===== src/rtl/g2l_pkg.sv =====
// ----------------------------------------------------------------------------
// g2l_pkg
// shared widths, constants, tables and types of the lunar date converter
// ----------------------------------------------------------------------------
`default_nettype none

package g2l_pkg;

	localparam int YEAR_W  = 12;
	localparam int MONTH_W = 4;
	localparam int DAY_W   = 5;
	localparam int WORD_W  = 24;

	localparam int IN_TDATA_W  = 72;
	localparam int OUT_TDATA_W = 24;

	// table word layout
	localparam int LEAP_LSB  = 20;
	localparam int LENS_W    = 20;

	localparam logic [4:0] SHORT_LEN = 5'd29;
	localparam logic [4:0] LONG_LEN  = 5'd30;

	// reciprocals of 10 and 12 scaled by 2^19, exact for any 12-bit year
	localparam logic [15:0] RECIP10 = 16'hCCCD;
	localparam logic [15:0] RECIP12 = 16'hAAAB;

	typedef struct packed {
		logic       leap;
		logic [4:0] lday;
		logic [3:0] lmon;
	} walk_res_t;

	typedef struct packed {
		logic       done;
		logic [3:0] stem;
		logic [3:0] branch;
	} mod_res_t;

	// days of the year before the first of the given month (1..12)
	function automatic logic [8:0] days_before(input logic [3:0] mon);
		logic [8:0] d;
		unique case (mon)
			4'd1:    d = 9'd0;
			4'd2:    d = 9'd31;
			4'd3:    d = 9'd59;
			4'd4:    d = 9'd90;
			4'd5:    d = 9'd120;
			4'd6:    d = 9'd151;
			4'd7:    d = 9'd181;
			4'd8:    d = 9'd212;
			4'd9:    d = 9'd243;
			4'd10:   d = 9'd273;
			4'd11:   d = 9'd304;
			4'd12:   d = 9'd334;
			default: d = 9'd0;
		endcase
		return d;
	endfunction

	// length of the lunar month at 1-based position pos; bit 19 is the first
	function automatic logic [4:0] month_len(input logic [LENS_W-1:0] lens,
			input logic [4:0] pos);
		logic [4:0] idx;
		logic [4:0] len;
		idx = 5'd20 - pos;
		if (pos == 5'd0 || pos > 5'd20) begin
			len = SHORT_LEN;
		end else begin
			len = lens[idx] ? LONG_LEN : SHORT_LEN;
		end
		return len;
	endfunction

endpackage

`default_nettype wire


===== src/rtl/g2l_modc.sv =====
// ----------------------------------------------------------------------------
// g2l_modc
// year mod 10 and year mod 12 by reciprocal multiplication, quotients then remainders registered
// ----------------------------------------------------------------------------
`default_nettype none

module g2l_modc (
	input  wire logic                      clk,
	input  wire logic                      arst_n,
	input  wire logic                      start,
	input  wire logic [g2l_pkg::YEAR_W-1:0] year,
	output g2l_pkg::mod_res_t              res
);
	import g2l_pkg::*;

	logic              step_q;
	logic              done_q;
	logic [8:0]        q10_q;
	logic [8:0]        q12_q;
	logic [3:0]        r10_q;
	logic [3:0]        r12_q;
	logic [27:0]       p10;
	logic [27:0]       p12;
	logic [YEAR_W-1:0] m10;
	logic [YEAR_W-1:0] m12;
	logic [YEAR_W-1:0] d10;
	logic [YEAR_W-1:0] d12;

	// quotients are the product bits from 19 up
	assign p10 = {16'b0, year} * {12'b0, RECIP10};
	assign p12 = {16'b0, year} * {12'b0, RECIP12};

	// quotient times divisor from two shifts, then the remainder
	assign m10 = {q10_q, 3'b0} + {2'b0, q10_q, 1'b0};
	assign m12 = {q12_q, 3'b0} + {1'b0, q12_q, 2'b0};
	assign d10 = year - m10;
	assign d12 = year - m12;

	always_ff @(posedge clk or negedge arst_n) begin
		if (!arst_n) begin
			step_q <= 1'b0;
			done_q <= 1'b0;
		end else begin
			step_q <= start;
			if (start) begin
				done_q <= 1'b0;
			end else if (step_q) begin
				done_q <= 1'b1;
			end
		end
	end

	always_ff @(posedge clk) begin
		if (start) begin
			q10_q <= p10[27:19];
			q12_q <= p12[27:19];
		end
		if (step_q) begin
			r10_q <= d10[3:0];
			r12_q <= d12[3:0];
		end
	end

	assign res.done   = done_q;
	assign res.stem   = r10_q;
	assign res.branch = r12_q;

endmodule

`default_nettype wire


===== src/rtl/g2l_walk.sv =====
// ----------------------------------------------------------------------------
// g2l_walk
// day of year, then month walk around the spring festival on one subtractor
// ----------------------------------------------------------------------------
`default_nettype none

module g2l_walk (
	input  wire logic                       clk,
	input  wire logic                       arst_n,
	input  wire logic                       start,
	input  wire logic [1:0]                 year_lo,
	input  wire logic [g2l_pkg::MONTH_W-1:0] month,
	input  wire logic [g2l_pkg::DAY_W-1:0]   day,
	input  wire logic [g2l_pkg::WORD_W-1:0]  cur_word,
	input  wire logic [g2l_pkg::WORD_W-1:0]  pri_word,
	output logic                            done,
	output g2l_pkg::walk_res_t              res
);
	import g2l_pkg::*;

	localparam logic [1:0] ST_IDLE = 2'd0;
	localparam logic [1:0] ST_PREP = 2'd1;
	localparam logic [1:0] ST_WALK = 2'd2;

	logic [1:0]        state_q;
	logic              done_q;
	walk_res_t         res_q;
	logic              fwd_q;
	logic              flag_q;
	logic [8:0]        acc_q;
	logic [4:0]        pos_q;
	logic [3:0]        lmon_q;
	logic [3:0]        leapno_q;
	logic [LENS_W-1:0] lens_q;

	logic [3:0]  gmon;
	logic [10:0] fest;
	logic [10:0] doy;
	logic [4:0]  len;
	logic [10:0] op_a;
	logic [10:0] op_b;
	logic [10:0] diff;
	logic        neg;
	logic        go;
	logic [3:0]  bwd_mon;

	// month clamped into 1..12
	always_comb begin
		if (month == 4'd0) begin
			gmon = 4'd1;
		end else if (month > 4'd12) begin
			gmon = 4'd12;
		end else begin
			gmon = month;
		end
	end

	// festival offset and day of year, both may be -1
	assign fest = {6'b0, cur_word[4:0]} - 11'd1 + ((cur_word[6:5] != 2'd1) ? 11'd31 : 11'd0);
	assign doy  = {2'b0, days_before(gmon)} + {6'b0, day} - 11'd1
		+ {10'b0, (year_lo == 2'd0) && (gmon > 4'd2)};

	assign len = month_len(lens_q, pos_q);

	// shared subtract and sign test
	assign op_a = (state_q == ST_PREP) ? doy  : {2'b0, acc_q};
	assign op_b = (state_q == ST_PREP) ? fest : {6'b0, len};
	assign diff = op_a - op_b;
	assign neg  = diff[10];
	assign go   = fwd_q ? !neg : (!neg && (diff != 11'd0));

	assign bwd_mon = flag_q ? lmon_q : lmon_q - 4'd1;

	always_ff @(posedge clk or negedge arst_n) begin
		if (!arst_n) begin
			state_q <= ST_IDLE;
			done_q  <= 1'b0;
		end else begin
			done_q <= 1'b0;
			unique case (state_q)
				ST_IDLE: begin
					if (start) state_q <= ST_PREP;
				end
				ST_PREP: begin
					state_q <= ST_WALK;
				end
				ST_WALK: begin
					if (!go) begin
						state_q <= ST_IDLE;
						done_q  <= 1'b1;
					end
				end
				default: state_q <= ST_IDLE;
			endcase
		end
	end

	always_ff @(posedge clk) begin
		if (state_q == ST_PREP) begin
			flag_q <= 1'b0;
			if (!neg) begin
				fwd_q    <= 1'b1;
				acc_q    <= diff[8:0];
				leapno_q <= cur_word[WORD_W-1:LEAP_LSB];
				lens_q   <= cur_word[LENS_W-1:0];
				lmon_q   <= 4'd1;
				pos_q    <= 5'd1;
			end else begin
				fwd_q    <= 1'b0;
				acc_q    <= 9'(11'd0 - diff);
				leapno_q <= pri_word[WORD_W-1:LEAP_LSB];
				lens_q   <= pri_word[LENS_W-1:0];
				lmon_q   <= 4'd12;
				pos_q    <= (pri_word[WORD_W-1:LEAP_LSB] == 4'd0) ? 5'd12 : 5'd13;
			end
		end else if (state_q == ST_WALK) begin
			if (go) begin
				acc_q <= diff[8:0];
				if (fwd_q) begin
					pos_q <= pos_q + 5'd1;
					if (lmon_q == leapno_q) begin
						// leap month repeats its number
						flag_q <= !flag_q;
						if (flag_q) lmon_q <= lmon_q + 4'd1;
					end else begin
						lmon_q <= lmon_q + 4'd1;
					end
				end else begin
					pos_q  <= pos_q - 5'd1;
					lmon_q <= bwd_mon;
					if (bwd_mon == leapno_q) flag_q <= !flag_q;
				end
			end else begin
				res_q.lmon <= lmon_q;
				res_q.leap <= (lmon_q == leapno_q);
				if (fwd_q) begin
					res_q.lday <= acc_q[4:0] + 5'd1;
				end else begin
					res_q.lday <= len - acc_q[4:0] + 5'd1;
				end
			end
		end
	end

	assign done = done_q;
	assign res  = res_q;

endmodule

`default_nettype wire


===== src/rtl/gregorian_to_lunar_date.sv =====
// ----------------------------------------------------------------------------
// gregorian_to_lunar_date
// one date is converted at a time; a new input is taken only once the result
// has moved into the output register
// the month walk on one subtractor sets the conversion time; the stem and
// branch indices are registered after the quotients, ready inside the walk
// reset: arst_n clears the sequencers and both valid flags, nothing is in flight
// ----------------------------------------------------------------------------
`default_nettype none

module gregorian_to_lunar_date (
	input  wire logic                               clk,
	input  wire logic                               arst_n,
	// input date and table words
	input  wire logic                               s_tvalid,
	output logic                                    s_tready,
	// [11:0] year, [15:12] month, [20:16] day, [44:21] this_year_word,
	// [68:45] prior_year_word, [71:69] zero
	input  wire logic [g2l_pkg::IN_TDATA_W-1:0]     s_tdata,
	// converted date
	output logic                                    m_tvalid,
	input  wire logic                               m_tready,
	// [3:0] stem_index, [7:4] branch_index, [11:8] lunar_month,
	// [16:12] lunar_day, [17] leap_match, [23:18] zero
	output logic [g2l_pkg::OUT_TDATA_W-1:0]         m_tdata
);
	import g2l_pkg::*;

	// captured transaction, held while the units work on it
	logic [YEAR_W-1:0]  year_q;
	logic [MONTH_W-1:0] month_q;
	logic [DAY_W-1:0]   day_q;
	logic [WORD_W-1:0]  cur_q;
	logic [WORD_W-1:0]  pri_q;

	logic busy_q;        // an item is being converted
	logic start_q;       // one-cycle kick for both units
	logic walk_done_q;   // month walk finished, held until the result goes into the output register
	logic out_valid_q;
	logic [OUT_TDATA_W-1:0] out_data_q;

	logic       s_acc;
	logic       finish;
	logic       walk_done;
	walk_res_t  wres;
	mod_res_t   mres;

	assign s_tready = !busy_q;
	assign s_acc    = s_tvalid && s_tready;

	// result goes out once both units are done and the output register is free
	assign finish = walk_done_q && mres.done && (!out_valid_q || m_tready);

	always_ff @(posedge clk or negedge arst_n) begin
		if (!arst_n) begin
			busy_q      <= 1'b0;
			start_q     <= 1'b0;
			walk_done_q <= 1'b0;
			out_valid_q <= 1'b0;
		end else begin
			start_q <= s_acc;
			if (s_acc) begin
				busy_q <= 1'b1;
			end else if (finish) begin
				busy_q <= 1'b0;
			end
			if (walk_done) begin
				walk_done_q <= 1'b1;
			end else if (finish) begin
				walk_done_q <= 1'b0;
			end
			if (finish) begin
				out_valid_q <= 1'b1;
			end else if (m_tready) begin
				out_valid_q <= 1'b0;
			end
		end
	end

	// payload capture, no reset needed
	always_ff @(posedge clk) begin
		if (s_acc) begin
			year_q  <= s_tdata[11:0];
			month_q <= s_tdata[15:12];
			day_q   <= s_tdata[20:16];
			cur_q   <= s_tdata[44:21];
			pri_q   <= s_tdata[68:45];
		end
		if (finish) begin
			out_data_q <= {6'b0, wres.leap, wres.lday, wres.lmon, mres.branch, mres.stem};
		end
	end

	// month walk and day-of-year sequencer
	g2l_walk u_walk (
		.clk      (clk),
		.arst_n   (arst_n),
		.start    (start_q),
		.year_lo  (year_q[1:0]),
		.month    (month_q),
		.day      (day_q),
		.cur_word (cur_q),
		.pri_word (pri_q),
		.done     (walk_done),
		.res      (wres)
	);

	// stem and branch indices of the year
	g2l_modc u_modc (
		.clk    (clk),
		.arst_n (arst_n),
		.start  (start_q),
		.year   (year_q),
		.res    (mres)
	);

	assign m_tvalid = out_valid_q;
	assign m_tdata  = out_data_q;

endmodule

`default_nettype wire


===== config.mk =====
export PLATFORM = sky130hd
export DESIGN_NAME = gregorian_to_lunar_date
export DESIGN_NICKNAME = d
export VERILOG_FILES = /design/src/rtl/g2l_pkg.sv /design/src/rtl/g2l_modc.sv /design/src/rtl/g2l_walk.sv /design/src/rtl/gregorian_to_lunar_date.sv
export SDC_FILE = /design/constraint.sdc
export NUM_CORES = 1
export LEC_CHECK = 0
export ABC_AREA = 1
export BUFFER_PORTS_ARGS = -buffer_cell sky130_fd_sc_hd__clkbuf_2
export CELL_PAD_IN_SITES_DETAIL_PLACEMENT = 1
export CELL_PAD_IN_SITES_GLOBAL_PLACEMENT = 1
export CORE_MARGIN = 2
export CORE_UTILIZATION = 36
export CTS_BUF_LIST = sky130_fd_sc_hd__clkbuf_8
export DETAILED_ROUTE_END_ITERATION = 8
export PLACE_DENSITY = 0.67
export SLEW_MARGIN = 20
export SYNTH_ARGS = -nofsm -noshare
export SYNTH_HDL_FRONTEND = slang
export SYNTH_HIERARCHICAL = 1
export SYNTH_SLANG_ARGS = --single-unit
export TNS_END_PERCENT = 5

===== constraint.sdc =====
create_clock -name clk -period 5.3 [get_ports clk]
set_clock_uncertainty 0.05 [all_clocks]
set_input_delay 0.53 -clock clk [delete_from_list [all_inputs] [get_ports clk]]
set_output_delay 0.53 -clock clk [all_outputs]
set_load 0.005 [all_outputs]

==> impl_metrics.env, run 1 <==
export IMPL_drcViolationCount=0
export IMPL_max_slew_worst_pin_slew_ns=0.810
export IMPL_holdCritPathClass="in2reg"
export IMPL_antenna_left=0
export IMPL_ys_top_cells_by_area="edfxtp_1, ha_1, fa_1"
export IMPL_grt_max_degree=39
export IMPL_synth_cells=1363
export IMPL_cts_tree="done"
export IMPL_yosys_area_share_xor_xnor_pct=3.66
export IMPL_status="finished clean"
export IMPL_yosys_area_top_type_share_pct=35.6
export IMPL_cts_buffers=17
export IMPL_layout_commonest_cell="inv_1"
export IMPL_synth_seq_cells=162
export IMPL_grt_pass1_vias=9901
export IMPL_cap_violations=0
export IMPL_synth_edf_count=152
export IMPL_use_met3_pct=2.69
export IMPL_hold_viol=0
export IMPL_drive_gt1_share_pct=13.7
export IMPL_synth_simple_gate_area_share_pct=14.7
export IMPL_globalRoute_totalOverflow=0
export IMPL_netlist_area_sq_mm=0.0128
export IMPL_path_class="reg2reg"
export IMPL_met2_usage_pct=29.4
export IMPL_die_y_um=193
export IMPL_port_buffers=92
export IMPL_grt_use_met1_pct=22.5
export IMPL_wire_per_inst_um=15.3
export IMPL_cts_sinks=162
export IMPL_rsz0062_at_grt="true"
export IMPL_timing_rr_start="month_q[3]"
export IMPL_root_buffer="clkbuf_8"
export IMPL_crit_start="month_q[3]"
export IMPL_ys_seq_area_share_pct=37.5
export IMPL_synth_distinct_cells=49
export IMPL_clock_tree_buffer_depth=2
export IMPL_vias=9075
export IMPL_path_clk_slew_ns=0.10
export IMPL_arrival_ns=5.18
export IMPL_grt_usage_pct=17.1
export IMPL_synth_area_per_cell_sq_um=9.42
export IMPL_wirelength_um=29900
export IMPL_dp_slack_ns=-0.00825
export IMPL_clk_latency_ns=0.49
export IMPL_setup_viol=0
export IMPL_nets=1798
export IMPL_htree_levels=4
export IMPL_start_util_pct=36.4
export IMPL_synthAdderAreaFrac_pct=28.4
export IMPL_busiest_layer="met2"
export IMPL_area_growth_pct=12.3
export IMPL_yosysTopAreaCell="edfxtp_1"
export IMPL_gp_congestion=0.818
export IMPL_cp_start_kind="flip-flop"
export IMPL_worstPathMaxFanout=8
export IMPL_yosysWarnings=6
export IMPL_synth_top_flop_cell="edfxtp_1"
export IMPL_first_pass_iters=4
export IMPL_antenna_found_initial=0
export IMPL_core_sq_mm=0.0353
export IMPL_diodes=0
export IMPL_fin_crit_ns=5.01
export IMPL_critical_path_max_stage_delay_ns=0.48
export IMPL_cp_required_ns=5.47
export IMPL_synthArstFlopShare_pct=5.56
export IMPL_synth_compound_area_share_pct=6.07
export IMPL_num_io_pins=102
export IMPL_die_area_sq_mm=0.0372
export IMPL_synth_top_family_by_area="adder cells"
export IMPL_max_freq_ghz=0.200
export IMPL_fin_ws_ns=0.294
export IMPL_period_share_pct=94.5
export IMPL_cp_slowest_cell="edfxtp_1"
export IMPL_grt_pass1_wl_um=49200
export IMPL_num_rows=69
export IMPL_synthMuxAreaShare_pct=0
export IMPL_slew_violations=0
export IMPL_holdCritStartpoint="s_tdata[4]"
export IMPL_hpwlAfterDp_um=24100
export IMPL_slew_headroom_pct=45.9
export IMPL_drtIter0Drc=377
export IMPL_critPathCaptureType="flip-flop"
export IMPL_viasPerCell=4.65
export IMPL_dieWidth_um=193
export IMPL_layout_common_cells="inv_1, nand2_1, ha_1"
-- synthesized netlist by cell type (all sizes together), types with 2 or more instances --
master  instances
nand2         297
inv           292
ha            160
edfxtp        152
fa             82
nor2           76
o21ai          57
a21oi          49
nand3          49
xor2           30
xnor2          22
buf            16
a21o           10
clkbuf          9
dfrtp           9
nand4           9
nor3            6
or2             5
o211ai          4
a31oi           3
nand3b          3
o21a            3
o22ai           3
a211oi          2
a21boi          2
clkinv          2
o21bai          2
-- area by class of cell --
type | count | area [sq um]
Tap cell | 461 | 577
Inverter | 294 | 1100
Clock inverter | 13 | 113
Clock buffer | 17 | 234
Multi-Input combinational cell | 887 | 6920
Timing Repair Buffer | 118 | 666
Sequential cell | 162 | 4810
Fill cell | 4094 | 20900
-- sequential cells by signal, summed over array words and instances, names as in the netlist, 4 cells and up --
signal           cells
cur_q               24
pri_q               24
u_walk/lens_q       20
m_tdata             18
year_q              12
u_walk/res          10
u_walk/acc_q         9
day_q                5
u_walk/pos_q         5
month_q              4
u_modc/r10_q         4
u_walk/leapno_q      4
u_walk/lmon_q        4
-- metal layers --
layer / wire, um / vias up
met5: 0 / -
met4: 434 / 0
met3: 705 / 24
met2: 14600 / 93
met1: 14100 / 4397
li1: - / 4561
-- worst paths after layout --
kind,end,slack (ns),cells after the start
worst max-delay path,u_walk/acc_q[2],0.29,30
worst min-delay path,year_q[4],0.16,1
worst max register to register,u_walk/acc_q[2],0.29,30
worst min register to register,m_tdata[9],0.37,0
max in group asynchronous,u_modc/step_q,4.58,2
min in group asynchronous,start_q,0.41,2
-- metrics by stage --
stage          area (sq um)  util (%)  hold WS, ns  std cells  setup TNS, ns
3_3_place_gp          13900      39.3        0.357       1912              0
6_report              14400      40.8        0.158       1952              0
2_1_floorplan         12900         -        0.184       1368              0
3_5_place_dp          13900      39.3        0.355       1912        -0.0759
4_1_cts               14300      40.4        0.113       1945              0
5_1_grt               14400      40.8        0.123       1952          -3.46
-- cells by family (layout without fill, tap and decap cells) --
logic type,count (synthesis),in the layout
compound gates,137,137
flops,162,162
simple gates,450,450
other cells,1,6
buf+inv,319,442
fa+ha+maj,242,242
xor+xnor,52,52
-- worst max-delay path: cells and delay by family (launching register included) --
family	cells	cell delay (ns)
flip-flops	1	0.48
adder cells (fa/ha/maj)	5	1.48
AO/OA/AOI/OAI	3	0.41
AND/OR/NAND/NOR	15	1.61
XOR/XNOR	2	0.32
buffers and inverters	5	0.40
-- timing repair --
action                     4_1_cts  5_1_grt
hold endpoints to repair         9        0
pin swaps                        1        9
hold buffers                     1        0
buffers inserted                 2        6
cloned                           0        1
setup endpoints to repair       36       70
resized for setup                3       40
Power of run 1 is left out: the tool's default activity adds up to more than one toggle a clock period on the data nets, which glitch-free logic cannot reach.
==> run 2: changes to the inputs <==
--- a/config.mk
+++ b/config.mk
@@ -5,7 +5,6 @@
 export SDC_FILE = /design/constraint.sdc
 export NUM_CORES = 1
 export LEC_CHECK = 0
-export ABC_AREA = 1
 export BUFFER_PORTS_ARGS = -buffer_cell sky130_fd_sc_hd__clkbuf_2
 export CELL_PAD_IN_SITES_DETAIL_PLACEMENT = 1
 export CELL_PAD_IN_SITES_GLOBAL_PLACEMENT = 1
@@ -13,7 +12,8 @@
 export CORE_UTILIZATION = 36
 export CTS_BUF_LIST = sky130_fd_sc_hd__clkbuf_8
 export DETAILED_ROUTE_END_ITERATION = 8
-export PLACE_DENSITY = 0.67
+export PLACE_DENSITY = 0.65
+export REMOVE_ABC_BUFFERS = 1
 export SLEW_MARGIN = 20
 export SYNTH_ARGS = -nofsm -noshare
 export SYNTH_HDL_FRONTEND = slang
==> run 2 against run 1 <==
Effect of this change: the flow now finishes with violations (negative setup slack); register-to-register slack worse by 0.52 ns; core utilization up 2.0 points; worst setup slack worse by 0.52 ns; highest routed layer unchanged; first-iteration DRC count fell by 33%; via count decreased by 11%.
==> impl_metrics.env, run 2 <==
export IMPL_worstPathMaxFanout=5
export IMPL_cp_slowest_cell="edfxtp_1"
export IMPL_grt_pass1_vias=8910
export IMPL_cts_sinks=162
export IMPL_clk_latency_ns=0.50
export IMPL_max_slew_worst_pin_slew_ns=0.790
export IMPL_wire_per_inst_um=16.2
export IMPL_synth_most_common_cell="inv_1"
export IMPL_holdCritPathClass="in2reg"
export IMPL_netlist_top_cells_count="inv_1, ha_1, edfxtp_1"
export IMPL_arrival_ns=5.68
export IMPL_wirelength_um=27700
export IMPL_critical_path_max_stage_delay_ns=0.44
export IMPL_rsz0062_at_grt="true"
export IMPL_hold_viol=0
export IMPL_crit_path_frequent_cell="a21oi_2"
export IMPL_drive_gt1_share_pct=21.1
export IMPL_synth_area_per_cell_sq_um=11.3
export IMPL_antenna_left=0
export IMPL_synth_top_flop_cell="edfxtp_1"
export IMPL_utilization_pct=42.8
export IMPL_die_area_sq_mm=0.0355
export IMPL_dp_slack_ns=-0.636
export IMPL_path_class="reg2reg"
export IMPL_cp_start_kind="flip-flop"
export IMPL_first_pass_iters=4
export IMPL_slew_violations=0
export IMPL_crit_family="compound AO/OA/AOI/OAI gates"
export IMPL_area_growth_pct=17.1
export IMPL_path_clk_slew_ns=0.11
export IMPL_slew_headroom_pct=47.3
export IMPL_grt_pass1_wl_um=45500
export IMPL_grt_usage_pct=16.5
export IMPL_cap_violations=0
export IMPL_antenna_found_initial=2
export IMPL_dieWidth_um=188
export IMPL_synth_cells=1083
export IMPL_vias=8067
export IMPL_violations="negative setup slack"
export IMPL_synth_distinct_cells=70
export IMPL_reg_top3="cur_q x24, pri_q x24, u_walk/lens_q x20"
export IMPL_netlist_area_sq_mm=0.0122
export IMPL_layout_commonest_cell="inv_1"
export IMPL_gp_congestion=0.799
export IMPL_port_buffers=92
export IMPL_whs_ns=0.148
export IMPL_status="finished with violations"
export IMPL_synthArstFlopShare_pct=5.56
export IMPL_grt_max_degree=58
export IMPL_setup_viol=67
export IMPL_ys_seq_area_share_pct=39.3
export IMPL_cp_required_ns=5.45
export IMPL_core_sq_mm=0.0334
export IMPL_drtIter0Drc=254
export IMPL_viasPerCell=4.73
export IMPL_nets=1561
export IMPL_synth_edf_count=152
export IMPL_clock_tree_buffer_depth=2
export IMPL_synth_seq_cells=162
export IMPL_critPathCaptureType="flip-flop"
export IMPL_cts_buffers=17
export IMPL_num_io_pins=102
export IMPL_layout_common_cells="inv_1, ha_1, edfxtp_1"
export IMPL_die_y_um=188
export IMPL_yosysTopAreaCell="edfxtp_1"
export IMPL_yosys_area_top_type_share_pct=37.3
export IMPL_htree_levels=4
export IMPL_num_rows=67
export IMPL_hpwlAfterDp_um=22000
export IMPL_start_util_pct=36.6
export IMPL_globalRoute_totalOverflow=0
export IMPL_period_share_pct=104
export IMPL_crit_buf_inv=4
export IMPL_root_buffer="clkbuf_8"
export IMPL_max_freq_ghz=0.181
export IMPL_fin_crit_ns=5.53
export IMPL_cts_tree="done"
export IMPL_drcViolationCount=0
export IMPL_fin_ws_ns=-0.227
export IMPL_ys_top_cells_by_area="edfxtp_1, ha_1, fa_1"
export IMPL_yosysWarnings=6
[run 2: cell count changes in the layout (fill, tap and decap cells not counted), moves of 12 or more]
cell	change
nor2_1	-34
buf_4	+34
o21ai_0	-21
nand2_1	-186
inv_1	-74
xnor2_1	+31
o21ai_1	-12
nand3_1	-33
[run 2: routing by layer]
metal | vias up | global-route usage, % | routed length, um | share of wire (%)
li1 | 3927 | - | - | -
met1 | 4013 | 20.9 | 12500 | 45
met2 | 99 | 28.6 | 13900 | 50
met3 | 28 | 2.91 | 761 | 2.8
met4 | 0 | 5.08 | 491 | 1.8
met5 | - | 0 | 0 | 0
[run 2: cells by family (layout without fill, tap and decap cells)]
group	Yosys count	after routing	synth area share [%]
adders and majority gates	243	243	29.9
AOI/OAI and AO/OA	135	135	7.38
DFF	162	162	39.3
and+or+nand+nor	202	202	7.63
xor gates and xnor gates	74	74	5.36
muxes	25	25	2.69
other	1	7	0.0307
buffers and inverters	241	409	7.69
[run 2: final cells by class]
| type | count | area, sq um |
|---|---|---|
| fill | 3726 | 19100 |
| multi-input combinational | 685 | 6720 |
| sequential | 162 | 4810 |
| timing repair buffer | 161 | 1050 |
| inverter | 216 | 811 |
| tap | 448 | 561 |
| clock buffer | 17 | 234 |
| clock inverter | 15 | 121 |
| antenna | 1 | 2.50 |
[run 2: worst paths after layout]
kind	from	end	slack, ns	cells after the start
max	month_q[3]	u_walk/res[8]	-0.23	28
min	s_tdata[2]	year_q[2]	0.15	1
max reg2reg	month_q[3]	u_walk/res[8]	-0.23	28
min reg2reg	u_modc/r10_q[2]	m_tdata[2]	0.36	0
max in group asynchronous	arst_n	u_modc/done_q	4.54	2
min in group asynchronous	arst_n	start_q	0.40	2
[run 2: metrics by stage]
stage               TNS [ns]  instances  area, sq um
finish                -11.11       1705        14300
detailed placement    -34.42       1660        13600
global route          -30.80       1705        14300
global placement      -21.01       1660        13600
CTS                    -7.99       1703        14300
floorplan             -70.30       1063        12100
[run 2: what timing repair did]
action	in CTS	in global routing
gates cloned	1	0
setup buffers	9	1
setup endpoints to repair	71	71
pin swaps	33	17
endpoints found under the hold margin	9	0
resized for setup	52	11
hold buffers	1	0
Power of run 2 is left out for the same reason.
==> run 3: changes to the inputs <==
--- a/config.mk
+++ b/config.mk
@@ -5,6 +5,7 @@
 export SDC_FILE = /design/constraint.sdc
 export NUM_CORES = 1
 export LEC_CHECK = 0
+export ABC_AREA = 1
 export BUFFER_PORTS_ARGS = -buffer_cell sky130_fd_sc_hd__clkbuf_2
 export CELL_PAD_IN_SITES_DETAIL_PLACEMENT = 1
 export CELL_PAD_IN_SITES_GLOBAL_PLACEMENT = 1
@@ -12,7 +13,7 @@
 export CORE_UTILIZATION = 36
 export CTS_BUF_LIST = sky130_fd_sc_hd__clkbuf_8
 export DETAILED_ROUTE_END_ITERATION = 8
-export PLACE_DENSITY = 0.65
+export PLACE_DENSITY = 0.67
 export REMOVE_ABC_BUFFERS = 1
 export SLEW_MARGIN = 20
 export SYNTH_ARGS = -nofsm -noshare
==> run 3 against run 2 <==
Effect of this change: sequential share of layout area fell by 0.26 points; worst setup slack improved by 0.58 ns; first-iteration DRC count rose by 46%; non-clock buffer count fell by 50; core utilization fell by 1.9 points; the flow now finishes without violations; register-to-register slack improved by 0.58 ns; cell area rose by 0.79%; clock-buffer cell count did not move.
==> impl_metrics.env, run 3 (synthesis results as in run 1) <==
export IMPL_status="finished clean"
export IMPL_max_slew_worst_pin_slew_ns=0.798
export IMPL_clk_latency_ns=0.50
export IMPL_slew_headroom_pct=46.7
export IMPL_grt_pass1_wl_um=48500
export IMPL_nets=1791
export IMPL_rsz0062_at_grt="true"
export IMPL_period_share_pct=93.3
export IMPL_setup_viol=0
export IMPL_cts_buffers=17
export IMPL_clock_tree_buffer_depth=2
export IMPL_port_buffers=92
export IMPL_hold_viol=0
export IMPL_antenna_left=0
export IMPL_root_buffer="clkbuf_8"
export IMPL_cts_tree="done"
export IMPL_cts_sinks=162
export IMPL_cp_start_kind="flip-flop"
export IMPL_dieWidth_um=193
export IMPL_grt_usage_pct=16.9
export IMPL_path_clk_slew_ns=0.11
export IMPL_drcViolationCount=0
export IMPL_crit_buf_inv=3
export IMPL_wirelength_um=29500
export IMPL_start_util_pct=36.4
export IMPL_cp_required_ns=5.45
export IMPL_arrival_ns=5.10
export IMPL_die_area_sq_mm=0.0372
export IMPL_critical_path_max_stage_delay_ns=0.44
export IMPL_antenna_found_initial=0
export IMPL_first_pass_iters=4
export IMPL_design_area_sq_mm=0.0144
export IMPL_viasPerCell=4.66
export IMPL_hpwlAfterDp_um=24000
export IMPL_layout_commonest_cell="nand2_1"
export IMPL_slew_violations=0
export IMPL_vias=9076
export IMPL_holdCritPathClass="in2reg"
export IMPL_place_area_sq_mm=0.0139
export IMPL_globalRoute_totalOverflow=0
export IMPL_path_class="reg2reg"
export IMPL_max_freq_ghz=0.202
export IMPL_gp_congestion=0.830
export IMPL_worstPathMaxFanout=10
export IMPL_layout_common_cells="nand2_1, inv_1, edfxtp_1, ha_1, clkbuf_2"
export IMPL_critPathCaptureType="flip-flop"
export IMPL_grt_max_degree=48
export IMPL_num_io_pins=102
export IMPL_grt_pass1_vias=9731
export IMPL_drtIter0Drc=370
export IMPL_fin_crit_ns=4.94
export IMPL_die_y_um=193
export IMPL_core_sq_mm=0.0353
export IMPL_nFillCells=4114
export IMPL_htree_levels=4
export IMPL_num_rows=69
export IMPL_crit_path_frequent_cell="nand2_1"
export IMPL_drive_gt1_share_pct=13.2
export IMPL_crit_family="simple AND/OR/NAND/NOR gates"
export IMPL_wire_per_inst_um=15.1
export IMPL_area_growth_pct=12.4
export IMPL_reg_top3="cur_q x24, pri_q x24, u_walk/lens_q x20"
export IMPL_cap_violations=0
export IMPL_r2r_slack_ns=0.36
export IMPL_cp_slowest_cell="edfxtp_1"
-- run 3: cell types whose count changed in the layout (fill, tap and decap cells not counted), sizes merged, moves of 11 or more --
cell / previous run / this run
buf: 68 / 18
mux2: 13 / 0
nand3: 11 / 49
nor2: 33 / 76
inv: 223 / 298
nand2: 101 / 297
xnor2: 52 / 22
nor3: 17 / 6
o21ai: 24 / 57
-- run 3: path summary, 6_finish.rpt --
kind / start / endpoint / cells past startpoint
max: month_q[2] / u_walk/res[8] / 29
min: s_tdata[7] / year_q[7] / 1
max reg2reg: month_q[2] / u_walk/res[8] / 29
min reg2reg: u_walk/res[8] / m_tdata[16] / 0
max in group asynchronous: arst_n / u_walk/state_q[0] / 2
min in group asynchronous: arst_n / m_tvalid / 2
-- run 3: routing by layer --
| layer | vias up | wire, um | GRT usage, % |
|---|---|---|---|
| met1 | 4418 | 14000 | 22.1 |
| met4 | 0 | 349 | 3.90 |
| met2 | 84 | 14600 | 29.4 |
| li1 | 4553 | - | - |
| met3 | 21 | 630 | 2.71 |
| met5 | - | 0 | 0 |
-- run 3: worst reg2reg max path, delay by kind of cell, from the launching register on --
kind	cells	cell delay (ns)
DFF	1	0.44
AOI/OAI and AO/OA	6	0.83
xor gates and xnor gates	1	0.27
buffers and inverters	3	0.33
adders and majority gates	4	1.11
and+or+nand+nor	15	1.62
-- run 3: timing repair --
action                                  CTS  global route
hold buffers                              1             0
setup buffers                             0             3
endpoints found under the setup margin    5            71
pin swaps                                 0             6
gates resized for setup                   1            29
hold endpoints to repair                  9             0
-- run 3: layout make-up --
cell class / count / area (sq um) / share of cell area, %
antenna: 1 / 2.50 / 0.0173
clock inverter: 15 / 194 / 1.34
inverter: 294 / 1100 / 7.65
sequential: 162 / 4810 / 33.3
timing repair buffer: 111 / 613 / 4.25
multi-input combinational: 887 / 6900 / 47.8
tap: 461 / 577 / 4.00
clock buffer: 17 / 234 / 1.62
-- run 3: metrics by stage --
stage / utilization [%] / setup TNS (ns) / setup WS (ns) / cells / hold slack [ns]
floorplan: - / -0.0334 / -0.00835 / 1343 / 0.184
global route: 40.9 / -0.801 / -0.0539 / 1947 / 0.114
CTS: 40.5 / 0 / 0.0151 / 1944 / 0.0967
detailed placement: 39.3 / 0 / 0.0240 / 1911 / 0.356
finish: 40.9 / 0 / 0.356 / 1948 / 0.147
global placement: 39.3 / 0 / 0.151 / 1911 / 0.355
Power of run 3 is left out for the same reason.
